--- src/rtl/mfd_pkg.sv ---
package mfd_pkg;

    // Field widths
    localparam int LenW      = 28;
    localparam int TopicW    = 16;
    localparam int CfgAddrW  = 3;
    localparam int CfgDataW  = 32;

    // Register map (word index taken from paddr[2])
    localparam logic REG_MAX_TOPIC = 1'b0;
    localparam logic [TopicW-1:0] MaxTopicReset = 16'd159;

    // Frame type high nibble of a PUBLISH
    localparam logic [3:0] TYPE_PUBLISH = 4'h3;

    // Field kinds
    localparam logic [2:0] KIND_NONE      = 3'd0;
    localparam logic [2:0] KIND_TOPIC_LEN = 3'd1;
    localparam logic [2:0] KIND_TOPIC     = 3'd2;
    localparam logic [2:0] KIND_PACKET_ID = 3'd3;
    localparam logic [2:0] KIND_PAYLOAD   = 3'd4;

    // Error codes
    localparam logic [1:0] ERR_NONE      = 2'd0;
    localparam logic [1:0] ERR_LEN_LONG  = 2'd1;
    localparam logic [1:0] ERR_BAD_TOPIC = 2'd2;

    // Parser phase
    typedef enum logic [2:0] {
        PH_TYPE = 3'b001,
        PH_LEN  = 3'b010,
        PH_BODY = 3'b100
    } t_phase;

endpackage

--- src/rtl/mfd_in_if.sv ---
interface mfd_in_if;
    logic       valid;
    logic       ready;
    logic [7:0] stream_byte;

    modport source (output valid, output stream_byte, input ready);
    modport sink   (input valid, input stream_byte, output ready);
endinterface

--- src/rtl/mfd_out_if.sv ---
interface mfd_out_if;
    logic                     valid;
    logic                     ready;
    logic [7:0]               frame_type;
    logic [mfd_pkg::LenW-1:0] remaining_length;
    logic [7:0]               body_byte;
    logic                     has_byte;
    logic [mfd_pkg::LenW-1:0] body_offset;
    logic [2:0]               field_kind;
    logic [1:0]               publish_qos;
    logic                     frame_end;
    logic [1:0]               error_code;

    modport source (
        output valid, output frame_type, output remaining_length, output body_byte,
        output has_byte, output body_offset, output field_kind, output publish_qos,
        output frame_end, output error_code, input ready
    );
    modport sink (
        input valid, input frame_type, input remaining_length, input body_byte,
        input has_byte, input body_offset, input field_kind, input publish_qos,
        input frame_end, input error_code, output ready
    );
endinterface

--- src/rtl/mfd_cfg_regs.sv ---
module mfd_cfg_regs (
    input  logic                          i_clk,
    input  logic                          i_rst_n,
    input  logic                          psel,
    input  logic                          penable,
    input  logic                          pwrite,
    input  logic [mfd_pkg::CfgAddrW-1:0]  paddr,
    input  logic [mfd_pkg::CfgDataW-1:0]  pwdata,
    output logic [mfd_pkg::CfgDataW-1:0]  prdata,
    output logic                          pready,
    output logic [mfd_pkg::TopicW-1:0]    o_max_topic_len
);

    logic [mfd_pkg::TopicW-1:0] r_max_topic;
    logic                       w_wr;

    assign pready = 1'b1;
    assign w_wr   = psel && penable && pwrite;

    // Store the low half of the word on a write to the topic limit
    always_ff @(posedge i_clk) begin
        if (!i_rst_n) begin
            r_max_topic <= mfd_pkg::MaxTopicReset;
        end else if (w_wr && (paddr[2] == mfd_pkg::REG_MAX_TOPIC)) begin
            r_max_topic <= pwdata[mfd_pkg::TopicW-1:0];
        end
    end

    // Read back the register, zero elsewhere
    always_comb begin
        if (paddr[2] == mfd_pkg::REG_MAX_TOPIC) begin
            prdata = {{(mfd_pkg::CfgDataW-mfd_pkg::TopicW){1'b0}}, r_max_topic};
        end else begin
            prdata = '0;
        end
    end

    assign o_max_topic_len = r_max_topic;

endmodule

--- src/rtl/mfd_parser.sv ---
module mfd_parser (
    input  logic                       i_clk,
    input  logic                       i_rst_n,
    input  logic [mfd_pkg::TopicW-1:0] i_max_topic_len,
    mfd_in_if.sink                     s_in,
    mfd_out_if.source                  m_out
);

    localparam int LenW = mfd_pkg::LenW;

    // Frame state
    mfd_pkg::t_phase     r_phase, n_phase;
    logic [7:0]          r_type, n_type;
    logic [LenW-1:0]     r_accum, n_accum;
    logic [1:0]          r_len_cnt, n_len_cnt;
    logic [LenW-1:0]     r_body_cnt, n_body_cnt;
    logic [15:0]         r_topic, n_topic;

    // Result register
    logic                r_out_valid;
    logic [7:0]          r_o_type;
    logic [LenW-1:0]     r_o_len;
    logic [7:0]          r_o_byte;
    logic                r_o_has;
    logic [LenW-1:0]     r_o_off;
    logic [2:0]          r_o_kind;
    logic                r_o_end;
    logic [1:0]          r_o_err;

    // Result of this byte
    logic                w_emit;
    logic [LenW-1:0]     w_len;
    logic                w_has;
    logic [LenW-1:0]     w_off;
    logic [2:0]          w_kind;
    logic                w_end;
    logic [1:0]          w_err;

    logic                w_accept;
    logic [7:0]          w_b;
    logic [LenW-1:0]     w_group;
    logic                w_is_pub;
    logic [17:0]         w_idlen;
    logic [17:0]         w_span_topic;
    logic [17:0]         w_span_id;
    logic [15:0]         w_tl_new;
    logic [17:0]         w_need;
    logic [LenW:0]       w_off_p1;
    logic                w_body_end;

    assign s_in.ready = !r_out_valid || m_out.ready;
    assign w_accept   = s_in.valid && s_in.ready;
    assign w_b        = s_in.stream_byte;

    assign w_is_pub     = (r_type[7:4] == mfd_pkg::TYPE_PUBLISH);
    assign w_idlen      = (r_type[2:1] != 2'd0) ? 18'd2 : 18'd0;
    assign w_span_topic = 18'd2 + {2'b00, r_topic};
    assign w_span_id    = w_span_topic + w_idlen;
    assign w_tl_new     = {r_topic[15:8], w_b};
    assign w_need       = 18'd2 + {2'b00, w_tl_new} + w_idlen;
    assign w_off_p1     = {1'b0, r_body_cnt} + {{LenW{1'b0}}, 1'b1};
    assign w_body_end   = (w_off_p1 >= {1'b0, r_accum});

    // Place the length group by its position
    always_comb begin
        unique case (r_len_cnt)
            2'd0: w_group = {21'd0, w_b[6:0]};
            2'd1: w_group = {14'd0, w_b[6:0], 7'd0};
            2'd2: w_group = {7'd0, w_b[6:0], 14'd0};
            2'd3: w_group = {w_b[6:0], 21'd0};
            default: w_group = '0;
        endcase
    end

    // Decode one byte
    always_comb begin
        n_phase    = r_phase;
        n_type     = r_type;
        n_accum    = r_accum;
        n_len_cnt  = r_len_cnt;
        n_body_cnt = r_body_cnt;
        n_topic    = r_topic;
        w_emit     = 1'b0;
        w_len      = r_accum;
        w_has      = 1'b0;
        w_off      = '0;
        w_kind     = mfd_pkg::KIND_NONE;
        w_end      = 1'b0;
        w_err      = mfd_pkg::ERR_NONE;
        unique case (r_phase)
            mfd_pkg::PH_TYPE: begin
                n_type     = w_b;
                n_accum    = '0;
                n_len_cnt  = 2'd0;
                n_body_cnt = '0;
                n_topic    = '0;
                n_phase    = mfd_pkg::PH_LEN;
            end
            mfd_pkg::PH_LEN: begin
                n_accum   = r_accum | w_group;
                n_len_cnt = r_len_cnt + 2'd1;
                w_len     = n_accum;
                if (w_b[7]) begin
                    // Continuation on the fourth length byte: flag and resync on the next byte
                    if (r_len_cnt == 2'd3) begin
                        w_emit  = 1'b1;
                        w_end   = 1'b1;
                        w_err   = mfd_pkg::ERR_LEN_LONG;
                        n_phase = mfd_pkg::PH_TYPE;
                    end
                end else if (n_accum == '0) begin
                    // Empty frame: one marker
                    w_emit  = 1'b1;
                    w_end   = 1'b1;
                    w_err   = w_is_pub ? mfd_pkg::ERR_BAD_TOPIC : mfd_pkg::ERR_NONE;
                    n_phase = mfd_pkg::PH_TYPE;
                end else begin
                    n_body_cnt = '0;
                    n_phase    = mfd_pkg::PH_BODY;
                end
            end
            mfd_pkg::PH_BODY: begin
                w_emit = 1'b1;
                w_has  = 1'b1;
                w_off  = r_body_cnt;
                w_end  = w_body_end;
                if (w_is_pub) begin
                    if (r_body_cnt == '0) begin
                        n_topic = {w_b, 8'h00};
                        if (w_body_end) begin
                            w_err = mfd_pkg::ERR_BAD_TOPIC;
                        end
                    end else if (r_body_cnt == {{(LenW-1){1'b0}}, 1'b1}) begin
                        n_topic = w_tl_new;
                        if ((w_tl_new == 16'd0) || (w_tl_new > i_max_topic_len) ||
                            ({{(LenW-18){1'b0}}, w_need} > r_accum)) begin
                            w_err = mfd_pkg::ERR_BAD_TOPIC;
                        end
                    end
                    // Tag by offset within the publish body
                    if (r_body_cnt[LenW-1:1] == '0) begin
                        w_kind = mfd_pkg::KIND_TOPIC_LEN;
                    end else if (r_body_cnt < {{(LenW-18){1'b0}}, w_span_topic}) begin
                        w_kind = mfd_pkg::KIND_TOPIC;
                    end else if (r_body_cnt < {{(LenW-18){1'b0}}, w_span_id}) begin
                        w_kind = mfd_pkg::KIND_PACKET_ID;
                    end else begin
                        w_kind = mfd_pkg::KIND_PAYLOAD;
                    end
                end
                if (w_body_end) begin
                    n_phase = mfd_pkg::PH_TYPE;
                end else begin
                    n_body_cnt = w_off_p1[LenW-1:0];
                end
            end
            default: begin
                n_phase = mfd_pkg::PH_TYPE;
            end
        endcase
    end

    // Advance frame state on each accepted word
    always_ff @(posedge i_clk) begin
        if (!i_rst_n) begin
            r_phase    <= mfd_pkg::PH_TYPE;
            r_type     <= '0;
            r_accum    <= '0;
            r_len_cnt  <= '0;
            r_body_cnt <= '0;
            r_topic    <= '0;
        end else if (w_accept) begin
            r_phase    <= n_phase;
            r_type     <= n_type;
            r_accum    <= n_accum;
            r_len_cnt  <= n_len_cnt;
            r_body_cnt <= n_body_cnt;
            r_topic    <= n_topic;
        end
    end

    // Hold the result until the receiver takes it
    always_ff @(posedge i_clk) begin
        if (!i_rst_n) begin
            r_out_valid <= 1'b0;
        end else if (w_accept && w_emit) begin
            r_out_valid <= 1'b1;
        end else if (m_out.ready) begin
            r_out_valid <= 1'b0;
        end
    end

    always_ff @(posedge i_clk) begin
        if (w_accept && w_emit) begin
            r_o_type <= r_type;
            r_o_len  <= w_len;
            r_o_byte <= w_has ? w_b : 8'h00;
            r_o_has  <= w_has;
            r_o_off  <= w_off;
            r_o_kind <= w_kind;
            r_o_end  <= w_end;
            r_o_err  <= w_err;
        end
    end

    assign m_out.valid            = r_out_valid;
    assign m_out.frame_type       = r_o_type;
    assign m_out.remaining_length = r_o_len;
    assign m_out.body_byte        = r_o_byte;
    assign m_out.has_byte         = r_o_has;
    assign m_out.body_offset      = r_o_off;
    assign m_out.field_kind       = r_o_kind;
    assign m_out.publish_qos      = r_o_type[2:1];
    assign m_out.frame_end        = r_o_end;
    assign m_out.error_code       = r_o_err;

endmodule

--- src/rtl/mqtt_frame_deframer_core.sv ---
// MQTT 3.1.1 fixed-header deframer.
// i_in carries the received byte stream, one byte per word. The first byte
// of a frame is its type byte, then 1 to 4 remaining-length bytes; these give
// no result but for a marker word. Each body byte then leaves on o_out with its
// offset, the frame's type and length, a PUBLISH field tag and frame_end on the
// last byte. A zero-length frame gives one marker word with has_byte low.
// Throughput is one byte per cycle while the receiver takes results: the byte
// is decoded in the cycle it is accepted and its result sits in the output register from the next cycle.
// The output register frees the input side: a new byte is taken whenever
// the register is empty or is being read in the same cycle. When the
// receiver stalls with a result pending, i_in.ready drops and the result
// holds.
// The APB port holds max_topic_len at address 0 (reset 159); write it only
// while the stream is idle.
// Synchronous reset returns the parser to waiting for a type byte and
// empties the output register.
module mqtt_frame_deframer_core (
    input  logic                          i_clk,
    input  logic                          i_rst_n,
    mfd_in_if.sink                        i_in,
    mfd_out_if.source                     o_out,
    input  logic                          psel,
    input  logic                          penable,
    input  logic                          pwrite,
    input  logic [mfd_pkg::CfgAddrW-1:0]  paddr,
    input  logic [mfd_pkg::CfgDataW-1:0]  pwdata,
    output logic [mfd_pkg::CfgDataW-1:0]  prdata,
    output logic                          pready
);

    logic [mfd_pkg::TopicW-1:0] w_max_topic;

    mfd_cfg_regs u_cfg (
        .i_clk           (i_clk),
        .i_rst_n         (i_rst_n),
        .psel            (psel),
        .penable         (penable),
        .pwrite          (pwrite),
        .paddr           (paddr),
        .pwdata          (pwdata),
        .prdata          (prdata),
        .pready          (pready),
        .o_max_topic_len (w_max_topic)
    );

    mfd_parser u_parser (
        .i_clk           (i_clk),
        .i_rst_n         (i_rst_n),
        .i_max_topic_len (w_max_topic),
        .s_in            (i_in),
        .m_out           (o_out)
    );

    // A marker word always closes its frame
    a_marker_ends: assert property (@(posedge i_clk) disable iff (!i_rst_n)
        (o_out.valid && !o_out.has_byte) |-> o_out.frame_end)
        else $error("marker word without frame_end");

    // Length overrun is reported only on a marker
    a_len_err_marker: assert property (@(posedge i_clk) disable iff (!i_rst_n)
        (o_out.valid && (o_out.error_code == mfd_pkg::ERR_LEN_LONG)) |-> !o_out.has_byte)
        else $error("length error on a data word");

    // Field tags appear only in PUBLISH frames
    a_kind_publish: assert property (@(posedge i_clk) disable iff (!i_rst_n)
        (o_out.valid && (o_out.field_kind != mfd_pkg::KIND_NONE))
        |-> (o_out.frame_type[7:4] == mfd_pkg::TYPE_PUBLISH))
        else $error("field tag outside a PUBLISH frame");

    // Input is blocked only while a result waits
    a_ready_stall: assert property (@(posedge i_clk) disable iff (!i_rst_n)
        !i_in.ready |-> (o_out.valid && !o_out.ready))
        else $error("input stalled without a pending result");

endmodule
--- src/flat_wrapper.sv ---
// flat-port wrapper written by rule: the top's interface ports become plain ports
module mqtt_frame_deframer_core_flat 
  (i_clk, i_rst_n, psel, penable, pwrite, paddr, pwdata, prdata, pready, i_in_valid, i_in_stream_byte, i_in_ready, o_out_valid, o_out_frame_type, o_out_remaining_length, o_out_body_byte, o_out_has_byte, o_out_body_offset, o_out_field_kind, o_out_publish_qos, o_out_frame_end, o_out_error_code, o_out_ready);
  mfd_in_if i_in_i ();
  mfd_out_if o_out_i ();
  input  logic i_clk;
  input  logic i_rst_n;
  input  logic psel;
  input  logic penable;
  input  logic pwrite;
  input  logic [mfd_pkg::CfgAddrW-1:0] paddr;
  input  logic [mfd_pkg::CfgDataW-1:0] pwdata;
  output logic [mfd_pkg::CfgDataW-1:0] prdata;
  output logic pready;
  input wire logic [$bits(i_in_i.valid)-1:0] i_in_valid;
  input wire logic [$bits(i_in_i.stream_byte)-1:0] i_in_stream_byte;
  output wire logic [$bits(i_in_i.ready)-1:0] i_in_ready;
  output wire logic [$bits(o_out_i.valid)-1:0] o_out_valid;
  output wire logic [$bits(o_out_i.frame_type)-1:0] o_out_frame_type;
  output wire logic [$bits(o_out_i.remaining_length)-1:0] o_out_remaining_length;
  output wire logic [$bits(o_out_i.body_byte)-1:0] o_out_body_byte;
  output wire logic [$bits(o_out_i.has_byte)-1:0] o_out_has_byte;
  output wire logic [$bits(o_out_i.body_offset)-1:0] o_out_body_offset;
  output wire logic [$bits(o_out_i.field_kind)-1:0] o_out_field_kind;
  output wire logic [$bits(o_out_i.publish_qos)-1:0] o_out_publish_qos;
  output wire logic [$bits(o_out_i.frame_end)-1:0] o_out_frame_end;
  output wire logic [$bits(o_out_i.error_code)-1:0] o_out_error_code;
  input wire logic [$bits(o_out_i.ready)-1:0] o_out_ready;
  assign i_in_i.valid = i_in_valid;
  assign i_in_i.stream_byte = i_in_stream_byte;
  assign i_in_ready = i_in_i.ready;
  assign o_out_valid = o_out_i.valid;
  assign o_out_frame_type = o_out_i.frame_type;
  assign o_out_remaining_length = o_out_i.remaining_length;
  assign o_out_body_byte = o_out_i.body_byte;
  assign o_out_has_byte = o_out_i.has_byte;
  assign o_out_body_offset = o_out_i.body_offset;
  assign o_out_field_kind = o_out_i.field_kind;
  assign o_out_publish_qos = o_out_i.publish_qos;
  assign o_out_frame_end = o_out_i.frame_end;
  assign o_out_error_code = o_out_i.error_code;
  assign o_out_i.ready = o_out_ready;
  mqtt_frame_deframer_core u_core (.i_clk(i_clk), .i_rst_n(i_rst_n), .i_in(i_in_i), .o_out(o_out_i), .psel(psel), .penable(penable), .pwrite(pwrite), .paddr(paddr), .pwdata(pwdata), .prdata(prdata), .pready(pready));
endmodule
--- config.mk ---
export PLATFORM = sky130hd
export DESIGN_NAME = mqtt_frame_deframer_core_flat
export DESIGN_NICKNAME = d
export VERILOG_FILES = /design/src/rtl/mfd_pkg.sv /design/src/rtl/mfd_in_if.sv /design/src/rtl/mfd_out_if.sv /design/src/rtl/mfd_cfg_regs.sv /design/src/rtl/mfd_parser.sv /design/src/rtl/mqtt_frame_deframer_core.sv /design/src/flat_wrapper.sv
export SDC_FILE = /design/constraint.sdc
export NUM_CORES = 1
export LEC_CHECK = 0
export ABC_AREA = 1
export BUFFER_PORTS_ARGS = -buffer_cell sky130_fd_sc_hd__buf_2
export CORE_MARGIN = 2
export CORE_UTILIZATION = 42
export CTS_CLUSTER_DIAMETER = 40
export DETAILED_ROUTE_END_ITERATION = 12
export MAX_ROUTING_LAYER = met4
export PLACE_DENSITY = 0.59
export SLEW_MARGIN = 20
export SYNTH_ARGS = -nofsm -noshare
export SYNTH_HDL_FRONTEND = slang
export SYNTH_SLANG_ARGS = --single-unit
--- constraint.sdc ---
create_clock -name i_clk -period 4.1 [get_ports i_clk]
set_input_delay 0.205 -clock i_clk [delete_from_list [all_inputs] [get_ports i_clk]]
set_output_delay 0.205 -clock i_clk [all_outputs]
set_load 0.005 [all_outputs]
Word-level counts from Yosys, hierarchy flattened --
Index checks and enable logic that the tools add are counted.
Word-level totals: register bits after elaboration 181, bits of input ports 50, output and inout port bits 116, word-level logic and storage cells 118
Operators by class: add/sub/neg operators 6, magnitude comparators 5, eq/ne operators 16, muxes and demuxes 40, bitwise operators 4, reductions and logical operators 28
Operators with widths (number):
- $mux 28 | 4
- $pmux 28 s4 | 1
- $pmux 28 s3 | 1
- $logic_not 28->1 | 2
- $pmux 28 s2 | 1
- $mux 16 | 3
- $add 17x2->18 | 2
- $add 2x16->17 const A | 2
- $pmux 16 s2 | 1
- $add 28x1->29 const B | 1
- $ge 29x28->1 | 1
- $eq 28x1->1 const B | 1
- $gt 18x28->1 | 1
- $lt 28x17->1 | 1
- $lt 28x18->1 | 1
- $or 28x28->28 | 1
- $logic_not 27->1 | 1
- $mux 2 | 10
- $gt 16x16->1 | 1
- $logic_not 16->1 | 1
- $mux 3 | 5
- $ne 2x2->1 const B | 6
- $pmux 3 s3 | 1
- $mux 1 | 8
- other kinds (24) | 42

Logic depth before layout (Yosys ltp) --
Gate-level depths: netlist (run 1).
depth after elaboration 10, mapped depth 24, depth with buffers taken out 24

Modules after synthesis --
From an unflattened synthesis (run 1), not the netlist that was laid out.
Unflattened totals: cell total of the unflattened synthesis 1647, area total of the unflattened synthesis 12046.6 sq um
Modules (own cells, without submodules):
- mfd_parser | instances 1, cells each 1497, area each 11070.6 sq um, seq. area each 4093.9 sq um
- mfd_cfg_regs | instances 1, cells each 150, area each 975.9 sq um, seq. area each 320.3 sq um

Worst setup path before layout (run 1) --
No wires, ideal clock.
kind register -> register, start point register u_core.u_parser.r_len_cnt[0], end point register u_core.u_parser.r_o_byte[0], in the netlist u_core.u_parser.m_out.body_byte[0] (enable), library setup time 433 ps, arrival time 3210 ps, required time 3667 ps, setup slack 457 ps, stages on the path, launching flop included 15, buffers on the path 1, clock period less this slack 3643 ps, path through dfxtp_1 > inv_1 > ha_1 > buf_6 > a21oi_1 > nand2_1 > nor2_1 > nand2_1 > nor2_4 > nand4_4 > nand2_1 > nand2_1 > nand2_1 > nand2_1 > inv_1
On the way: cells in the longest elaborated chain, start to end 8, elaborated cells on any way between the ends 12, classes of those cells 3 x eq/ne; 5 x mux; 1 x bitwise; 3 x reduce/logical
Ends and longest elaborated chain:
- start: declaration | line mfd_parser.sv:15 | logic [1:0] r_len_cnt, n_len_cnt;
- start signal: assignment | line mfd_parser.sv:176 | r_len_cnt <= n_len_cnt;
- $eq 2x2->1 (tied with other cells) | line mfd_parser.sv:66, mfd_parser.sv:105
- $pmux 28 s4 | line mfd_parser.sv:66 | unique case (r_len_cnt)
- $or 28x28->28 | line mfd_parser.sv:100 | n_accum = r_accum | w_group;
- $logic_not 28->1 | line mfd_parser.sv:111 | end else if (n_accum == '0) begin
- $mux 1 | line mfd_parser.sv:111
- $mux 1 * | line mfd_parser.sv:103 | if (w_b[7]) begin
- $pmux 1 s2 * | line mfd_parser.sv:90 | unique case (r_phase)
- $logic_and 1x1->1 * | line mfd_parser.sv:194 | if (w_accept && w_emit) begin
- end signal: assignment | line mfd_parser.sv:197 | r_o_byte <= w_has ? w_b : 8'h00;
- end: declaration | line mfd_parser.sv:23 | logic [7:0] r_o_byte;
Mark *: on every way between the ends. The rest lies on a longest branch, timed or not. A chain may end at the register's enable or synchronous reset.

Final worst setup path (run 1) --
start point register u_core.u_parser.r_body_cnt[1], end point register u_core.u_parser.r_body_cnt[14]
On the way: cells in the longest elaborated chain, start to end 4, elaborated cells on any way between the ends 6, classes of those cells 1 x add/sub; 1 x order compare; 1 x eq/ne; 2 x mux; 1 x reduce/logical
Ends and longest elaborated chain:
- start: declaration | line mfd_parser.sv:16 | logic [LenW-1:0] r_body_cnt, n_body_cnt;
- start signal: assignment | line mfd_parser.sv:177 | r_body_cnt <= n_body_cnt;
- $add 28x1->29 * | line mfd_parser.sv:61 | assign w_off_p1 = {1'b0, r_body_cnt} + {{LenW{1'b0}}, 1'b1};
- $ge 29x28->1 | line mfd_parser.sv:62 | assign w_body_end = (w_off_p1 >= {1'b0, r_accum});
- $ne 2x2->1 (no source line)
- $reduce_and 5->1 (no source line)
Mark *: on every way between the ends. The rest lies on a longest branch, timed or not. The select of a mux whose other input is x is not followed.

==> results.md, run 1 <==
* Hold Path Class: in2reg
* Most used cell, CP: nand2_1
* Die Y at 172 um
* Final Skew at around 0.017 ns
* Iteration-0 DRC Markers at 811
* Largest net degree at the start of global routing at 55
* Final hold violations at 0
* Crit Path Class: reg2reg
* #FFs+latches synth at 181
* Post-synth ARST share at 0
* Drt wl/cell at between 15 and 20 um
* Critical path launch point type: flop
* DR pass1 iterations at 5
* Synth warnings at 0
* Post-synth EDFFs at 79
* Family with the most delay on the worst path: simple AND/OR/NAND/NOR gates
* Floorplan Core Area at about 28,000 um2
* Required time at the worst-slack endpoint at 4.47 ns
* Slowest cell on the critical path: dfxtp_1
* Post-DP HPWL at ~25,000 um
* DRC viols at 0
* Total negative slack at 0 ns
* Fin util at 0.483
* Most frequent cells in the layout: 308 x nand2_1, 185 x inv_1, 175 x nor2_1
* Clock root buffer: clkbuf_16
* First-pass GRT wire length at 52,400 um
* Port bufs at 130
* Ratio of total power to cell area at a little under 300 nW/um2
* Grt ovf at 0
* Post-route ant nets at 0
* Worst skew pair latency at 0.45 ns
* Area delta synth->final at 12.9%
* Maximum clock rate at roughly 270 MHz
* Initial Utilization at 0.428
* Nets@finish at 1,810
* Leak pwr at around 5.8 nW
* Vias in the first global route at approximately 9.6k
* Outcome: complete, no violations
* TritonCTS clock tree: done
* Filler cell count at between 2k and 3k
* Tot Pwr at about 4 mW
* Clock transition at the registers of the reported paths at about 0.080 ns
* Crit path buffers/inverters at 2
* Library cells used by synthesis at 50
* PostCTS Resize Cnt at 0
* Final wirelength at between 30,000 and 40,000 um
* Delay of the slowest critical-path stage at ~0.43 ns
* Share of cells above drive strength 1 at 0.165
* Worst-path cell chain: ha_1, nand2_2, nor2_2, nand2_1, nor2_1, nand2_1, nor2_2, nand2_1, xor2_1, inv_1, ha_1, nand2_1, nor2_1, nand2_1, nor2_1, nand3_1, nand2_1, a21oi_2, nand2_4, nand2_8, buf_4, nand3_2, a21oi_2
* Vias per inst at about 5.1
* RSZ-0062 raised after global routing: no
* GPL Wtd Cong at 0.923
* Max Cap Viol at 0
* Worst-margin pin slew at about 0.80 ns
* Ranking of synthesized cells by area: edfxtp_1 20%, dfxtp_1 17%, ha_1 11%
* Initial antenna violation count at 0
* CP endpoint kind: flop
* Htree depth at 4
* Max_slew headroom at 0.468
* Critical-path maximum fanout at 24
* Max Buffers Root-to-Sink at 2
* Sequential cell area fraction in the yosys report at 0.371
* Most common cell after layout, fill and taps aside: nand2_1
* Syn Inst Count at around 1.5k
* Syn avg cell area at 7.78 um2
* Final Slew Violations at 0
* Final Critical Period at roughly 3.7 ns
* Most used DFF post-synth: dfxtp_1
* # IOs at around 170
* Cell Rows at 61
* Setup Viol. Count Final at 0
* Vias after detailed routing at ~10k
* Synth Cell Area at 11,900 um2
* DIE AREA at slightly below 30,000 um2
* CTS Sinks at ~180
* All-layer global routing usage at 0.237
* CTS buffer count at 17
* Die X at ~170 um
* Max IR drop VDD at roughly 0.23 mV
* Synth top area share at 0.199
* Yosys top cell by area: edfxtp_1
* # Post-CTS Setup Buffers at 0
* Inserted Diodes at 0
* Final worst path period share at 0.907
* CP arrival at 4.09 ns
## sequential cells by signal (all words and copies together) (netlist names)
| name | flops |
|---|---|
| u_core.u_parser.m_out.valid | 1 |
| u_core.u_cfg.o_max_topic_len | 16 |
| u_core.u_parser.m_out.frame_type | 8 |
| u_core.u_parser.m_out.remaining_length | 28 |
| u_core.u_parser.r_len_cnt | 2 |
| u_core.u_parser.m_out.field_kind | 3 |
| u_core.u_parser.r_topic | 16 |
| u_core.u_parser.r_body_cnt | 28 |
| u_core.u_parser.m_out.body_byte | 8 |
| u_core.u_parser.m_out.has_byte | 1 |
| u_core.u_parser.r_type | 8 |
| u_core.u_parser.m_out.frame_end | 1 |
| u_core.u_parser.r_accum | 28 |
| u_core.u_parser.r_phase | 3 |
| u_core.u_parser.m_out.body_offset | 28 |
| u_core.u_parser.m_out.error_code | 2 |
## cells by family (layout without fill, tap and decap cells)
family	Yosys count	after routing	share of synthesized area
adder cells (fa/ha/maj)	107	107	0.112
XOR/XNOR	48	48	0.0353
AO/OA/AOI/OAI	235	235	0.112
flip-flops	181	181	0.371
other	2	18	0.000630
buffers and inverters	271	389	0.101
AND/OR/NAND/NOR	688	688	0.268
## power by group
part	internal [mW]	switching, mW
Combinational	0.128	0.289
Sequential	1.91	0.0220
Clock	0.822	0.836
## Yosys cell counts (all sizes together) (2+ instances only)
cell    instances
o211ai          6
edfxtp         79
ha            107
xnor2           6
conb            2
o31ai          15
or2             2
inv           202
nor4            7
nand3b          3
clkbuf         26
and3            3
a21oi         156
buf            41
o21ai          51
xor2           42
nor3           55
dfxtp         102
nand3          81
nand2         316
o21a            3
nor2          188
clkinv          2
nand4          32
## through the flow
stage / worst slack (ns) / instances / hold WS [ns] / cell area, um2
2_1_floorplan: 0.457 / 1548 / 0.335 / 12000
3_3_place_gp: 0.488 / 2006 / 0.418 / 12800
3_5_place_dp: 0.427 / 2006 / 0.414 / 12800
4_1_cts: 0.397 / 2044 / 0.0369 / 13400
5_1_grt: 0.00699 / 2044 / 0.0618 / 13400
6_report: 0.379 / 2044 / 0.0394 / 13400
## final timing paths
kind	start	endpoint	slack [ns]	depth (start not counted)
worst max-delay path	u_core.u_parser.r_body_cnt[1]	u_core.u_parser.r_body_cnt[14]	0.38	23
worst min-delay path	pwdata[10]	u_core.u_cfg.o_max_topic_len[10]	0.04	3
worst max register to register	u_core.u_parser.r_body_cnt[1]	u_core.u_parser.r_body_cnt[14]	0.38	23
worst min register to register	u_core.u_parser.r_type[0]	u_core.u_parser.m_out.frame_type[0]	0.43	0
## tightest hold or removal path: stages
cell and delay (ns):
buf_2 0.07, o21ai_0 0.07, a21oi_1 0.10
## repair_timing
action,CTS,global route
endpoints found under the hold margin,6,0
hold buffers,6,0
setup endpoints to repair,0,0
## routing by layer
layer	up-vias	share of wire	GRT usage
met1	4800	0.47	0.323
met5	-	0	-
met4	0	0.022	0.0654
met2	340	0.45	0.366
met3	44	0.058	0.0364
li1	5264	-	-
## area by class of cell
class	count	area (um2)	share of cell area
Multi-Input combinational cell	1096	6360	0.473
Inverter	204	767	0.0570
Sequential cell	181	4410	0.328
Clock inverter	14	155	0.0115
Tap cell	378	473	0.0352
Timing Repair Buffer	153	851	0.0633
Clock buffer	18	429	0.0319
(Power assumes the default switching activity.)
==> run 2: changes to the inputs <==
--- a/config.mk
+++ b/config.mk
@@ -7,12 +7,14 @@
 export LEC_CHECK = 0
 export ABC_AREA = 1
 export BUFFER_PORTS_ARGS = -buffer_cell sky130_fd_sc_hd__buf_2
+export CAP_MARGIN = 30
 export CORE_MARGIN = 2
 export CORE_UTILIZATION = 42
 export CTS_CLUSTER_DIAMETER = 40
 export DETAILED_ROUTE_END_ITERATION = 12
 export MAX_ROUTING_LAYER = met4
 export PLACE_DENSITY = 0.59
+export RECOVER_POWER = 25
 export SLEW_MARGIN = 20
 export SYNTH_ARGS = -nofsm -noshare
 export SYNTH_HDL_FRONTEND = slang
==> results.md, run 2 (synthesis results as in run 1) <==
* Nets@finish at 1,810 (unchanged)
* All-layer global routing usage at 0.237 (unchanged)
* Vias after detailed routing at 10.4k (-0.28%)
* Iteration-0 DRC Markers at 893 (+10%)
* Worst-path cell chain: ha_1, nand2_2, nor2_2, nand2_1, nor2_1, nand2_1, nor2_2, nand2_1, xor2_1, inv_1, ha_1, nand2_1, nor2_1, nand2_1, nor2_1, nand3_1, nand2_1, a21oi_2, nand2_4, nand2_8, buf_4, nand3_2, a21oi_2
* Crit Path Class: reg2reg
* Port bufs at 130 (unchanged)
* Drt wl/cell at 16.5 um (+0.11%)
* Required time at the worst-slack endpoint at 4.48 ns (about the same)
* Delay of the slowest critical-path stage at 0.43 ns (about the same)
* Htree depth at 4 (unchanged)
* Area delta synth->final at 12.3%
* Largest net degree at the start of global routing at 55 (unchanged)
* DIE AREA at 29,700 um2 (unchanged)
* Initial antenna violation count at 0 (unchanged)
* Most frequent cells in the layout: 308 x nand2_1, 185 x inv_1, 175 x nor2_1
* Final Skew at 0.0167 ns (-0.000510 ns)
* CTS buffer count at 17 (unchanged)
* Fin util at 0.480 (-0.00256)
* CP endpoint kind: flop
* TritonCTS clock tree: done
* RSZ-0062 raised after global routing: no
* Post-DP HPWL at 25,400 um (unchanged)
* Post-route ant nets at 0 (unchanged)
* DRC viols at 0 (unchanged)
* Cell Rows at 61 (unchanged)
* Die Y at 172 um (unchanged)
* Max Buffers Root-to-Sink at 2 (unchanged)
* Critical-path maximum fanout at 24 (unchanged)
* CTS Sinks at 181 (unchanged)
* Die X at 172 um (unchanged)
* Leak pwr at 5.67 nW (-2.7%)
* Maximum clock rate at 269 MHz (about the same)
* Slowest cell on the critical path: dfxtp_1
* Final worst path period share at 0.908 (about the same)
* Setup Viol. Count Final at 0 (unchanged)
* Vias per inst at 5.10 (-0.28%)
* Final Slew Violations at 0 (unchanged)
* Share of cells above drive strength 1 at 0.131 (-0.0342)
* First-pass GRT wire length at 52,400 um (unchanged)
* Outcome: complete, no violations
* Ratio of total power to cell area at 299 nW/um2 (+0.52%)
* Initial Utilization at 0.428 (unchanged)
* CP arrival at 4.10 ns (about the same)
* Most common cell after layout, fill and taps aside: nand2_1
* Max_slew headroom at 0.471 (+0.00384)
* PostCTS Resize Cnt at 0 (unchanged)
* Most used cell, CP: nand2_1
* Grt ovf at 0 (unchanged)
* Inserted Diodes at 0 (unchanged)
* Worst skew pair latency at 0.45 ns (about the same)
* Final wirelength at 33,700 um (+0.11%)
* Worst-margin pin slew at 0.792 ns (-0.00544 ns)
* Clock transition at the registers of the reported paths at 0.08 ns (about the same)
* Floorplan Core Area at 27,900 um2 (unchanged)
* Final setup margin at 0.378 ns (-0.00144 ns)
* DR pass1 iterations at 6 (+1)
* Setup WS pre-CTS at 0.427 ns (unchanged)
* Total negative slack at 0 ns (unchanged)
* Clock root buffer: clkbuf_16
* Max IR drop VDD at 0.227 mV (-1.2%)
* Final hold violations at 0 (unchanged)
* Critical path launch point type: flop
* Final Critical Period at 3.72 ns (+0.00144 ns)
* Vias in the first global route at 9,621 (unchanged)
* # IOs at 166 (unchanged)
* Hold Path Class: in2reg
* Max Cap Viol at 0 (unchanged)
* GPL Wtd Cong at 0.923 (unchanged)
* # Post-CTS Setup Buffers at 0 (unchanged)
* Cts hold-fix bufs at 6 (unchanged)
-- run 2: cell count changes in the layout (fill, tap and decap cells not counted), sizes merged --
cell | previous run | this run
clkbuf | 18 | 73
buf | 147 | 92
-- run 2: per-stage QoR --
| step | hold WS [ns] | cells | cell area, um2 | power [mW] |
|---|---|---|---|---|
| 2_1_floorplan | 0.335 | 1548 | 12000 | 2.28 |
| 3_3_place_gp | 0.418 | 2006 | 12800 | 2.38 |
| 3_5_place_dp | 0.414 | 2006 | 12800 | 2.38 |
| 4_1_cts | 0.0369 | 2044 | 13400 | 4.03 |
| 5_1_grt | 0.0618 | 2044 | 13400 | 4.16 |
| 6_report | 0.0368 | 2044 | 13400 | 4.00 |
-- run 2: area by class of cell --
cell class / instances / area [um2]
fill: 2813 / 14500
inverter: 204 / 767
multi-input combinational: 1096 / 6360
tap: 378 / 473
sequential: 181 / 4410
timing repair buffer: 153 / 779
clock buffer: 18 / 429
clock inverter: 14 / 155
-- run 2: final timing paths --
check | from | to | slack (ns) | cells past startpoint
max | u_core.u_parser.r_body_cnt[1] | u_core.u_parser.r_body_cnt[14] | 0.38 | 23
min | pwdata[10] | u_core.u_cfg.o_max_topic_len[10] | 0.04 | 3
max reg2reg | u_core.u_parser.r_body_cnt[1] | u_core.u_parser.r_body_cnt[14] | 0.38 | 23
min reg2reg | u_core.u_parser.r_type[0] | u_core.u_parser.m_out.frame_type[0] | 0.43 | 0
-- run 2: metal layers --
metal,vias up,global-route usage,wire length [um]
li1,5266,-,-
met1,4745,0.323,15800
met2,355,0.366,15000
met3,53,0.0364,2030
met4,0,0.0654,828
met5,-,-,0
-- run 2: critical path: cells and delay by family (launching register included) --
| kind | cells | cell delay, ns |
|---|---|---|
| flops | 1 | 0.43 |
| xor+xnor | 1 | 0.31 |
| fa+ha+maj | 2 | 0.52 |
| buf+inv | 2 | 0.31 |
| simple gates | 16 | 1.69 |
| compound gates | 2 | 0.35 |
-- run 2: where the power goes --
group	total (mW)	switching [mW]	internal (mW)
registers	1.93	0.0223	1.91
logic	0.414	0.288	0.127
clock network	1.66	0.838	0.821
